File: config.mk
export PLATFORM = sky130hd
export DESIGN_NAME = xml_char_escape_encoder_unit
export DESIGN_NICKNAME = d
export VERILOG_FILES = /design/src/hw/rtl/xce_pkg.sv /design/src/hw/rtl/xce_front.sv /design/src/hw/rtl/xce_cmd_fifo.sv /design/src/hw/rtl/xce_back.sv /design/src/hw/rtl/xml_char_escape_encoder_unit.sv
export SDC_FILE = /design/constraint.sdc
export NUM_CORES = 1
export LEC_CHECK = 0
export ABC_CLOCK_PERIOD_IN_PS = 3400
export BUFFER_PORTS_ARGS = -buffer_cell sky130_fd_sc_hd__buf_2
export CAP_MARGIN = 20
export CORE_MARGIN = 2
export CORE_UTILIZATION = 60
export CTS_CLUSTER_DIAMETER = 120
export DETAILED_ROUTE_END_ITERATION = 10
export PLACE_DENSITY_LB_ADDON = 0.1
export SLEW_MARGIN = 20
export SYNTH_ARGS = -nofsm -noshare
export SYNTH_HDL_FRONTEND = slang
export SYNTH_SLANG_ARGS = --single-unit
File: constraint.sdc
create_clock -name clk -period 3.4 [get_ports clk]
set_input_delay 0.34 -clock clk [delete_from_list [all_inputs] [get_ports clk]]
set_output_delay 0.34 -clock clk [all_outputs]
set_load 0.01 [all_outputs]
File: src/hw/rtl/xce_pkg.sv
// Shared types, character codes and helpers for the XML character escape encoder.
// No dependencies; every other file of the block imports this package.
`timescale 1ns / 1ps

package xce_pkg;

    // Character codes
    localparam logic [7:0] CH_AMP   = 8'h26;  // '&'
    localparam logic [7:0] CH_HASH  = 8'h23;  // '#'
    localparam logic [7:0] CH_X     = 8'h78;  // 'x'
    localparam logic [7:0] CH_SEMI  = 8'h3B;  // ';'
    localparam logic [7:0] CH_LT    = 8'h3C;  // '<'
    localparam logic [7:0] CH_GT    = 8'h3E;  // '>'
    localparam logic [7:0] CH_APOS  = 8'h27;  // apostrophe
    localparam logic [7:0] CH_QUOT  = 8'h22;  // quote
    localparam logic [7:0] CH_ZERO  = 8'h30;  // '0'
    localparam logic [7:0] CH_UA    = 8'h41;  // 'A'
    localparam logic [7:0] CH_LA    = 8'h61;  // 'a'
    localparam logic [7:0] CTRL_MAX = 8'd31;

    // Output sequence lengths
    localparam int ESC_LEN    = 6;  // "&#xHH;"
    localparam int PREFIX_LEN = 3;  // "&#x"
    localparam int IDX_W      = $clog2(ESC_LEN);

    localparam logic [IDX_W-1:0] IDX_AMP    = IDX_W'(0);
    localparam logic [IDX_W-1:0] IDX_HASH   = IDX_W'(1);
    localparam logic [IDX_W-1:0] IDX_X      = IDX_W'(2);
    localparam logic [IDX_W-1:0] IDX_HI     = IDX_W'(3);
    localparam logic [IDX_W-1:0] IDX_LO     = IDX_W'(4);
    localparam logic [IDX_W-1:0] IDX_SEMI   = IDX_W'(5);
    localparam logic [IDX_W-1:0] IDX_ESC_LAST    = IDX_W'(ESC_LEN - 1);
    localparam logic [IDX_W-1:0] IDX_PREFIX_LAST = IDX_W'(PREFIX_LEN - 1);

    // Command queue
    localparam int FIFO_DEPTH = 4;
    localparam int FIFO_AW    = $clog2(FIFO_DEPTH);

    typedef enum logic [1:0] {
        SCAN_NORMAL = 2'd0,
        SCAN_AMP    = 2'd1,
        SCAN_HASH   = 2'd2,
        SCAN_COPY   = 2'd3
    } scan_mode_t;

    typedef enum logic [1:0] {
        CUR_NONE  = 2'd0,
        CUR_PLAIN = 2'd1,
        CUR_ESC   = 2'd2
    } cur_kind_t;

    // Segment bit positions in a command's work mask, in output order
    localparam int SEG_AMP    = 0;
    localparam int SEG_HASH   = 1;
    localparam int SEG_PREFIX = 2;
    localparam int SEG_CUR    = 3;
    localparam int SEG_NUM    = 4;

    typedef struct packed {
        logic       esc_amp;   // held '&' flushed escaped
        logic       esc_hash;  // held '#' flushed escaped
        logic       prefix;    // "&#x" passed through
        cur_kind_t  cur_kind;  // how the current character goes out
        logic [7:0] ch;        // current character
        logic       str_end;   // item closes the string
    } cmd_t;

    typedef struct packed {
        logic empty;
        logic full;
    } fifo_status_t;

    function automatic logic [7:0] hex_char(input logic [3:0] v, input logic lower);
        logic [7:0] base;
        base = lower ? CH_LA : CH_UA;
        if (v < 4'd10)
            return CH_ZERO + {4'd0, v};
        else
            return base + {4'd0, v} - 8'd10;
    endfunction

    function automatic logic is_reserved(input logic [7:0] c);
        return ((c != 8'd0) && (c <= CTRL_MAX)) || (c == CH_LT) || (c == CH_GT) ||
               (c == CH_AMP) || (c == CH_HASH) || (c == CH_APOS) || (c == CH_QUOT);
    endfunction

endpackage

File: src/hw/rtl/xce_front.sv
// Front part: accepts input characters, tracks the reference prefix scan and
// emits one command per output-producing character. Depends on xce_pkg.
`timescale 1ns / 1ps

module xce_front
    import xce_pkg::*;
(
    input  logic         clk,
    input  logic         rst_n,
    input  logic         item_valid,
    output logic         item_ready,
    input  logic [7:0]   item_char,
    input  logic         item_end,
    input  fifo_status_t queue_status,
    output logic         cmd_push,
    output cmd_t         cmd,
    output scan_mode_t   scan_mode
);

    scan_mode_t mode_reg;
    scan_mode_t mode_next;
    logic       accept;
    logic       plain_hold;
    cur_kind_t  plain_kind;

    assign item_ready = !queue_status.full;
    assign accept     = item_valid && item_ready;
    assign scan_mode  = mode_reg;

    always_ff @(posedge clk or negedge rst_n)
    begin
        if (!rst_n)
            mode_reg <= SCAN_NORMAL;
        else if (accept)
            mode_reg <= mode_next;
    end

    always_comb
    begin
        // normal-mode treatment of the current character
        plain_hold = (item_char == CH_AMP) && !item_end;
        if (plain_hold)
            plain_kind = CUR_NONE;
        else if (is_reserved(item_char))
            plain_kind = CUR_ESC;
        else
            plain_kind = CUR_PLAIN;

        mode_next    = mode_reg;
        cmd.esc_amp  = 1'b0;
        cmd.esc_hash = 1'b0;
        cmd.prefix   = 1'b0;
        cmd.cur_kind = CUR_NONE;
        cmd.ch       = item_char;
        cmd.str_end  = item_end;

        unique case (mode_reg)
            SCAN_NORMAL:
            begin
                cmd.cur_kind = plain_kind;
                mode_next    = plain_hold ? SCAN_AMP : SCAN_NORMAL;
            end
            SCAN_AMP:
            begin
                if ((item_char == CH_HASH) && !item_end)
                begin
                    mode_next = SCAN_HASH;
                end
                else
                begin
                    cmd.esc_amp  = 1'b1;
                    cmd.cur_kind = plain_kind;
                    mode_next    = plain_hold ? SCAN_AMP : SCAN_NORMAL;
                end
            end
            SCAN_HASH:
            begin
                if (item_char == CH_X)
                begin
                    cmd.prefix = 1'b1;
                    mode_next  = item_end ? SCAN_NORMAL : SCAN_COPY;
                end
                else
                begin
                    cmd.esc_amp  = 1'b1;
                    cmd.esc_hash = 1'b1;
                    cmd.cur_kind = plain_kind;
                    mode_next    = plain_hold ? SCAN_AMP : SCAN_NORMAL;
                end
            end
            SCAN_COPY:
            begin
                cmd.cur_kind = CUR_PLAIN;
                mode_next    = ((item_char == CH_SEMI) || item_end) ? SCAN_NORMAL : SCAN_COPY;
            end
            default:
            begin
                mode_next = SCAN_NORMAL;
            end
        endcase

        // hold-only characters produce no command
        cmd_push = accept && (cmd.esc_amp || cmd.esc_hash || cmd.prefix ||
                              (cmd.cur_kind != CUR_NONE));
    end

endmodule

File: src/hw/rtl/xce_cmd_fifo.sv
// Short command queue between front and back parts; push and pop may share
// a cycle. Depends on xce_pkg.
`timescale 1ns / 1ps

module xce_cmd_fifo
    import xce_pkg::*;
(
    input  logic         clk,
    input  logic         rst_n,
    input  logic         push,
    input  cmd_t         push_cmd,
    input  logic         pop,
    output cmd_t         head_cmd,
    output fifo_status_t status
);

    cmd_t                 mem [FIFO_DEPTH];
    logic [FIFO_AW-1:0]   wr_ptr_reg;
    logic [FIFO_AW-1:0]   rd_ptr_reg;
    logic [FIFO_AW:0]     count_reg;
    logic [FIFO_AW:0]     count_next;
    logic                 do_push;
    logic                 do_pop;

    assign status.empty = (count_reg == '0);
    assign status.full  = (count_reg == (FIFO_AW + 1)'(FIFO_DEPTH));
    assign do_push      = push && !status.full;
    assign do_pop       = pop && !status.empty;
    assign head_cmd     = mem[rd_ptr_reg];

    always_comb
    begin
        count_next = count_reg;
        if (do_push && !do_pop)
            count_next = count_reg + 1'b1;
        else if (do_pop && !do_push)
            count_next = count_reg - 1'b1;
    end

    always_ff @(posedge clk)
    begin
        if (do_push)
            mem[wr_ptr_reg] <= push_cmd;
    end

    always_ff @(posedge clk or negedge rst_n)
    begin
        if (!rst_n)
        begin
            wr_ptr_reg <= '0;
            rd_ptr_reg <= '0;
            count_reg  <= '0;
        end
        else
        begin
            if (do_push)
                wr_ptr_reg <= wr_ptr_reg + 1'b1;
            if (do_pop)
                rd_ptr_reg <= rd_ptr_reg + 1'b1;
            count_reg <= count_next;
        end
    end

endmodule

File: src/hw/rtl/xce_back.sv
// Back part: expands the head command byte by byte into a registered output
// stage. Depends on xce_pkg.
`timescale 1ns / 1ps

module xce_back
    import xce_pkg::*;
(
    input  logic         clk,
    input  logic         rst_n,
    input  logic         hex_lower,
    input  cmd_t         head_cmd,
    input  fifo_status_t queue_status,
    output logic         pop,
    output logic         out_valid,
    input  logic         out_ready,
    output logic [7:0]   out_char,
    output logic         out_run_last,
    output logic         out_string_end
);

    logic [SEG_NUM-1:0] done_reg;
    logic [IDX_W-1:0]   idx_reg;
    logic               out_valid_reg;
    logic [7:0]         out_char_reg;
    logic               out_run_last_reg;
    logic               out_string_end_reg;

    logic [SEG_NUM-1:0] active;
    logic [SEG_NUM-1:0] remain;
    logic [SEG_NUM-1:0] seg_bit;
    logic [SEG_NUM-1:0] remain_after;
    logic               esc_seg;
    logic [7:0]         esc_code;
    logic [7:0]         byte_val;
    logic               seg_last;
    logic               cmd_last;
    logic               advance;
    logic               load;

    assign out_valid      = out_valid_reg;
    assign out_char       = out_char_reg;
    assign out_run_last   = out_run_last_reg;
    assign out_string_end = out_string_end_reg;

    assign advance = !out_valid_reg || out_ready;
    assign load    = advance && !queue_status.empty;

    always_comb
    begin
        active[SEG_AMP]    = head_cmd.esc_amp;
        active[SEG_HASH]   = head_cmd.esc_hash;
        active[SEG_PREFIX] = head_cmd.prefix;
        active[SEG_CUR]    = (head_cmd.cur_kind != CUR_NONE);
        remain             = active & ~done_reg;

        // lowest pending segment goes out first
        seg_bit  = remain & (~remain + 1'b1);
        esc_seg  = 1'b0;
        esc_code = head_cmd.ch;
        seg_last = 1'b0;
        byte_val = head_cmd.ch;

        unique case (seg_bit)
            SEG_NUM'(1 << SEG_AMP):
            begin
                esc_seg  = 1'b1;
                esc_code = CH_AMP;
            end
            SEG_NUM'(1 << SEG_HASH):
            begin
                esc_seg  = 1'b1;
                esc_code = CH_HASH;
            end
            SEG_NUM'(1 << SEG_PREFIX):
            begin
                esc_seg  = 1'b0;
            end
            SEG_NUM'(1 << SEG_CUR):
            begin
                esc_seg  = (head_cmd.cur_kind == CUR_ESC);
            end
            default:
            begin
                esc_seg  = 1'b0;
            end
        endcase

        if (seg_bit == SEG_NUM'(1 << SEG_CUR) && !esc_seg)
        begin
            // plain character: single byte
            byte_val = head_cmd.ch;
            seg_last = 1'b1;
        end
        else
        begin
            unique case (idx_reg)
                IDX_AMP:  byte_val = CH_AMP;
                IDX_HASH: byte_val = CH_HASH;
                IDX_X:    byte_val = CH_X;
                IDX_HI:   byte_val = hex_char(esc_code[7:4], hex_lower);
                IDX_LO:   byte_val = hex_char(esc_code[3:0], hex_lower);
                IDX_SEMI: byte_val = CH_SEMI;
                default:  byte_val = CH_SEMI;
            endcase
            seg_last = esc_seg ? (idx_reg == IDX_ESC_LAST) : (idx_reg == IDX_PREFIX_LAST);
        end

        remain_after = remain & ~seg_bit;
        cmd_last     = seg_last && (remain_after == '0);
        pop          = load && cmd_last;
    end

    always_ff @(posedge clk or negedge rst_n)
    begin
        if (!rst_n)
        begin
            out_valid_reg <= 1'b0;
            done_reg      <= '0;
            idx_reg       <= '0;
        end
        else if (advance)
        begin
            out_valid_reg <= !queue_status.empty;
            if (load)
            begin
                if (cmd_last)
                begin
                    done_reg <= '0;
                    idx_reg  <= '0;
                end
                else if (seg_last)
                begin
                    done_reg <= done_reg | seg_bit;
                    idx_reg  <= '0;
                end
                else
                begin
                    idx_reg  <= idx_reg + 1'b1;
                end
            end
        end
    end

    always_ff @(posedge clk)
    begin
        if (load)
        begin
            out_char_reg       <= byte_val;
            out_run_last_reg   <= cmd_last;
            out_string_end_reg <= cmd_last && head_cmd.str_end;
        end
    end

endmodule

File: src/hw/rtl/xml_char_escape_encoder_unit.sv
// XML character escape encoder, top level: config register, front classifier,
// command queue and back expander. Depends on xce_pkg, xce_front, xce_cmd_fifo, xce_back.
`timescale 1ns / 1ps

// Streams one string character per transaction and writes its XML-safe form.
// Reserved characters ('<', '>', '&', '#', apostrophe, quote, codes 1 to 31)
// become "&#xHH;"; a run that already reads "&#x" passes through unchanged up
// to and including ';' or the end of the string. A leading '&' and then '#'
// are held back until the next character decides; on a mismatch or at the end
// of the string they flush escaped. An input transaction is accepted as long as
// the command queue (4 entries) has room; the back expander emits one byte per
// cycle while the output is ready, so a plain character costs one output byte,
// an escaped one six, and a flush up to eighteen, and output back pressure fills
// the queue and then stalls the input. The first output byte passes through the
// command queue and the registered output stage. tuser carries run_last (last
// byte caused by one input character), tlast carries string_end. Write
// hex_letters_lower through the cfg channel only while the block is idle.
module xml_char_escape_encoder_unit
    import xce_pkg::*;
(
    input  logic       clk,
    input  logic       rst_n,
    // configuration write channel
    input  logic       cfg_valid,
    output logic       cfg_ready,
    input  logic       cfg_data,        // [0] hex_letters_lower
    // input stream
    input  logic       s_axis_tvalid,
    output logic       s_axis_tready,
    input  logic [7:0] s_axis_tdata,    // [7:0] in_char
    input  logic       s_axis_tlast,    // in_end
    // output stream
    output logic       m_axis_tvalid,
    input  logic       m_axis_tready,
    output logic [7:0] m_axis_tdata,    // [7:0] out_char
    output logic       m_axis_tuser,    // [0] run_last
    output logic       m_axis_tlast     // string_end
);

    logic         hex_lower_reg;
    logic         fifo_push;
    logic         fifo_pop;
    cmd_t         push_cmd;
    cmd_t         head_cmd;
    fifo_status_t fifo_status;
    scan_mode_t   front_mode;

    // Always take config writes
    assign cfg_ready = 1'b1;

    always_ff @(posedge clk or negedge rst_n)
    begin
        if (!rst_n)
            hex_lower_reg <= 1'b0;
        else if (cfg_valid && cfg_ready)
            hex_lower_reg <= cfg_data;
    end

    // Classify each character and track the prefix scan
    xce_front u_front (
        .clk          (clk),
        .rst_n        (rst_n),
        .item_valid   (s_axis_tvalid),
        .item_ready   (s_axis_tready),
        .item_char    (s_axis_tdata),
        .item_end     (s_axis_tlast),
        .queue_status (fifo_status),
        .cmd_push     (fifo_push),
        .cmd          (push_cmd),
        .scan_mode    (front_mode)
    );

    // Decouple classification from expansion
    xce_cmd_fifo u_fifo (
        .clk      (clk),
        .rst_n    (rst_n),
        .push     (fifo_push),
        .push_cmd (push_cmd),
        .pop      (fifo_pop),
        .head_cmd (head_cmd),
        .status   (fifo_status)
    );

    // Expand commands into output bytes
    xce_back u_back (
        .clk            (clk),
        .rst_n          (rst_n),
        .hex_lower      (hex_lower_reg),
        .head_cmd       (head_cmd),
        .queue_status   (fifo_status),
        .pop            (fifo_pop),
        .out_valid      (m_axis_tvalid),
        .out_ready      (m_axis_tready),
        .out_char       (m_axis_tdata),
        .out_run_last   (m_axis_tuser),
        .out_string_end (m_axis_tlast)
    );

`ifndef ASSERT_OFF
    // The final byte of a string always closes a run
    a_end_closes_run: assert property (@(posedge clk) disable iff (!rst_n)
        (m_axis_tvalid && m_axis_tlast) |-> m_axis_tuser)
        else $error("string_end without run_last");

    // The front never pushes into a full queue
    a_no_overflow: assert property (@(posedge clk) disable iff (!rst_n)
        !(fifo_push && fifo_status.full))
        else $error("command queue overflow");

    // The scan returns to normal after the last character of a string
    a_end_resets_scan: assert property (@(posedge clk) disable iff (!rst_n)
        (s_axis_tvalid && s_axis_tready && s_axis_tlast) |=> (front_mode == SCAN_NORMAL))
        else $error("scan state not cleared at string end");

    // Nothing is popped from an empty queue
    a_no_underflow: assert property (@(posedge clk) disable iff (!rst_n)
        !(fifo_pop && fifo_status.empty))
        else $error("command queue underflow");
`endif

endmodule
==> flow_summary.ini <==
[status]
status = complete, no violations

[logic_synthesis]
synth_edf_count = 66
synth_cell_type_count = 63
ys_warn_count = 0
synth_top_area_cell = edfxtp_1
ys_async_sr_fraction_pct = 21.43
yosys-top-cells-area = edfxtp_1 (46%), dfrtp_1 (11%), mux4_2 (4.7%)
synth_fp_nets = 359
synth.avg_cell_area_um2 = 13.07
yosysSeqAreaShare_pct = 56.91
yosys.area.top_type_share_pct = 46.37
ys.flop_type = edfxtp_1
syn_area_um2 = 4274
synth_cells = 327
synth_seq_cells = 84

[die]
die-area_um2 = 7815
core_um2 = 6832
num_io_pins = 28
core.rowCount = 30
fp.dieW_um = 88.40
start_util_pct = 62.56
chipHeight_um = 88.40

[sta]
skew_ps = 9.340
rsz0062_at_grt = no
worst_pin_slew_ps = 857.2
final-setup-viol-count = 0
fin_tns_setup_ps = 0
hold_violations = 0
min_period_ps = 3147
max_freq_mhz = 317.8
period_share_pct = 92.56
maxSlewViolCount = 0
relSlewSlack_pct = 41.37

[placement]
placement.io_buffers = 26
hpwl_mm = 5.785
gp_congestion = 0.8966
placed_area_um2 = 4543

[cts]
post-cts-setup-buffers = 0
clock_sinks = 84
cts_hold_buf = 1
numCtsBuffers = 9
ctsResizeCount = 0
clockRootBuffer = clkbuf_8
htreeDepth = 3
path_clk_slew_ps = 90
clk_latency_ps = 360
clock_path_buffers = 2
cts_tree = done

[worst_setup_path]
r2r_slack_ps = 250
worstSetupEndpointType = flop
cp_max_fo = 8
cp-start-kind = flop
timing.critical_path.from = u_fifo.rd_ptr_reg[0]$_DFFE_PN0P_
r2r_cells = 12
required_ps = 3690
rr_endpoint = u_fifo.count_reg[2]$_DFFE_PN0P_
reg2reg_from = u_fifo.rd_ptr_reg[0]$_DFFE_PN0P_
crit_type = flop to flop
cp_data_arrival_time_ps = 3440

[global_routing]
grt_use_total_pct = 22.84
grt_max_degree = 20
grt_pass1_vias = 2641
overflow = 0
grt_pass1_wl_mm = 13.27
antenna_found_initial = 0

[power]
power_density_nw_per_um2 = 887.0
leakagePower_nw = 1.796
peakVddDrop_mv = 0.4512

[route]
first_pass_iters = 4
finalWirelength_mm = 8.150
drc = 0
vias_per_cell = 6.058
antenna_left = 0
vias = 2823
post_drt_wl_per_cell_um = 17.49
drt-initial-drc-count = 103

[cells_and_area]
drive_gt1_share_pct = 18.92
finalInstanceArea_um2 = 4760
n_antenna_cell = 0
multiInputGateArea_um2 = 1695
area_delta_synth_final_pct = 11.36
n_fill_cell = 511
seq_area_um2 = 2432
nets = 397
largest_reg_flops = 56

[flow_run]
max_cap_viol_count = 0

[min_path]
hp-class = input port to flop
whs_path_depth = 2
min_to = hex_lower_reg$_DFFE_PN0P_
min-delay-start = cfg_valid
## stage by stage
step	hold slack (ps)	power, mW	utilization (%)	setup slack, ps	cells
floorplan	44.41	3.001	-	452.5	327
finish	163.6	4.222	69.67	252.9	466
global route	175.1	4.509	69.67	13.25	466
CTS	149.2	4.238	69.67	262.9	466
global placement	321.4	3.466	66.50	330.5	449
detailed placement	323.7	3.499	66.50	279.1	449
## per-layer routing
| metal | share of wire [%] | GRT usage [%] | wire, um | vias up |
|---|---|---|---|---|
| met1 | 45 | 31.42 | 3666 | 1385 |
| met5 | 0 | 0 | 0 | - |
| met3 | 5.2 | 4.944 | 421 | 9 |
| met2 | 49 | 36.98 | 3977 | 91 |
| met4 | 1.0 | 6.887 | 85 | 0 |
| li1 | - | - | - | 1338 |
## final cells by class
cell class / instances / share of cell area [%]
inverter: 22 / 1.735
sequential: 84 / 51.10
clock inverter: 7 / 1.735
multi-input combinational: 210 / 35.62
clock buffer: 9 / 2.603
tap: 96 / 2.524
timing repair buffer: 38 / 4.679
## critical path, stage by stage, from the launching register on
cell      delay, ps
dfrtp_1         580
mux4_1          730
a21o_1          200
a32oi_1         200
o31a_1          180
clkinv_1         80
nand2_1          70
ha_1            180
inv_1            60
fa_1            370
xor2_1          160
nor2_1          120
xor2_1          150
## report_power, final
part	leakage (nW)	internal [mW]	switching (mW)
Combinational	0.859	0.793	1.12
Sequential	0.831	1.44	0.128
Clock	0.105	0.352	0.380
## worst max path at each step
stage,endpoint,slack (ps),cells after the start
after floorplan,u_fifo.count_reg[1]$_DFFE_PN0P_,450,11
after global placement,u_fifo.count_reg[1]$_DFFE_PN0P_,330,10
after detailed placement,u_fifo.count_reg[2]$_DFFE_PN0P_,280,12
after CTS,u_fifo.count_reg[2]$_DFFE_PN0P_,260,12
after global routing,u_fifo.count_reg[2]$_DFFE_PN0P_,10,12
final,u_fifo.count_reg[2]$_DFFE_PN0P_,250,12
## cells in the final DEF (no fill, tap or decap), drive strengths merged, types with 5 or more instances in the layout
cell type / n
a21oi: 15
a31oi: 5
and2: 8
buf: 37
clkbuf: 9
dfrtp: 18
edfxtp: 66
ha: 16
inv: 24
mux4: 14
nand2: 24
nand3: 13
nor2: 16
nor3b: 5
o21ai: 10
o31ai: 5
## logic make-up (layout without fill, tap and decap cells)
logic type	count (synthesis)	count (layout)	share of synthesized area (%)
other cells	1	1	0.08774
fa+ha+maj	17	17	5.152
compound gates	77	77	12.76
simple gates	90	90	11.39
buf+inv	33	76	3.425
mux	19	19	9.046
xor+xnor	6	6	1.229
flops	84	84	56.91
## synth_stat cells, types with 3 or more instances
cell type / count
o21ai_0: 9
and2_1: 8
nand2_1: 24
dfrtp_1: 18
a21boi_0: 3
nor4_1: 3
nor2_1: 16
a21oi_1: 15
edfxtp_1: 66
nand2b_1: 3
inv_1: 21
a22oi_1: 3
o21a_1: 3
o31ai_1: 5
clkbuf_1: 5
mux4_2: 9
o22ai_1: 3
xnor2_1: 4
buf_2: 3
nand4_1: 4
mux4_1: 5
o2bb2ai_1: 4
a31oi_1: 5
a21o_1: 3
ha_1: 16
nand3_1: 12
nor3b_1: 3
mux2i_1: 3
Note: power is estimated with default switching activity, not from simulation.
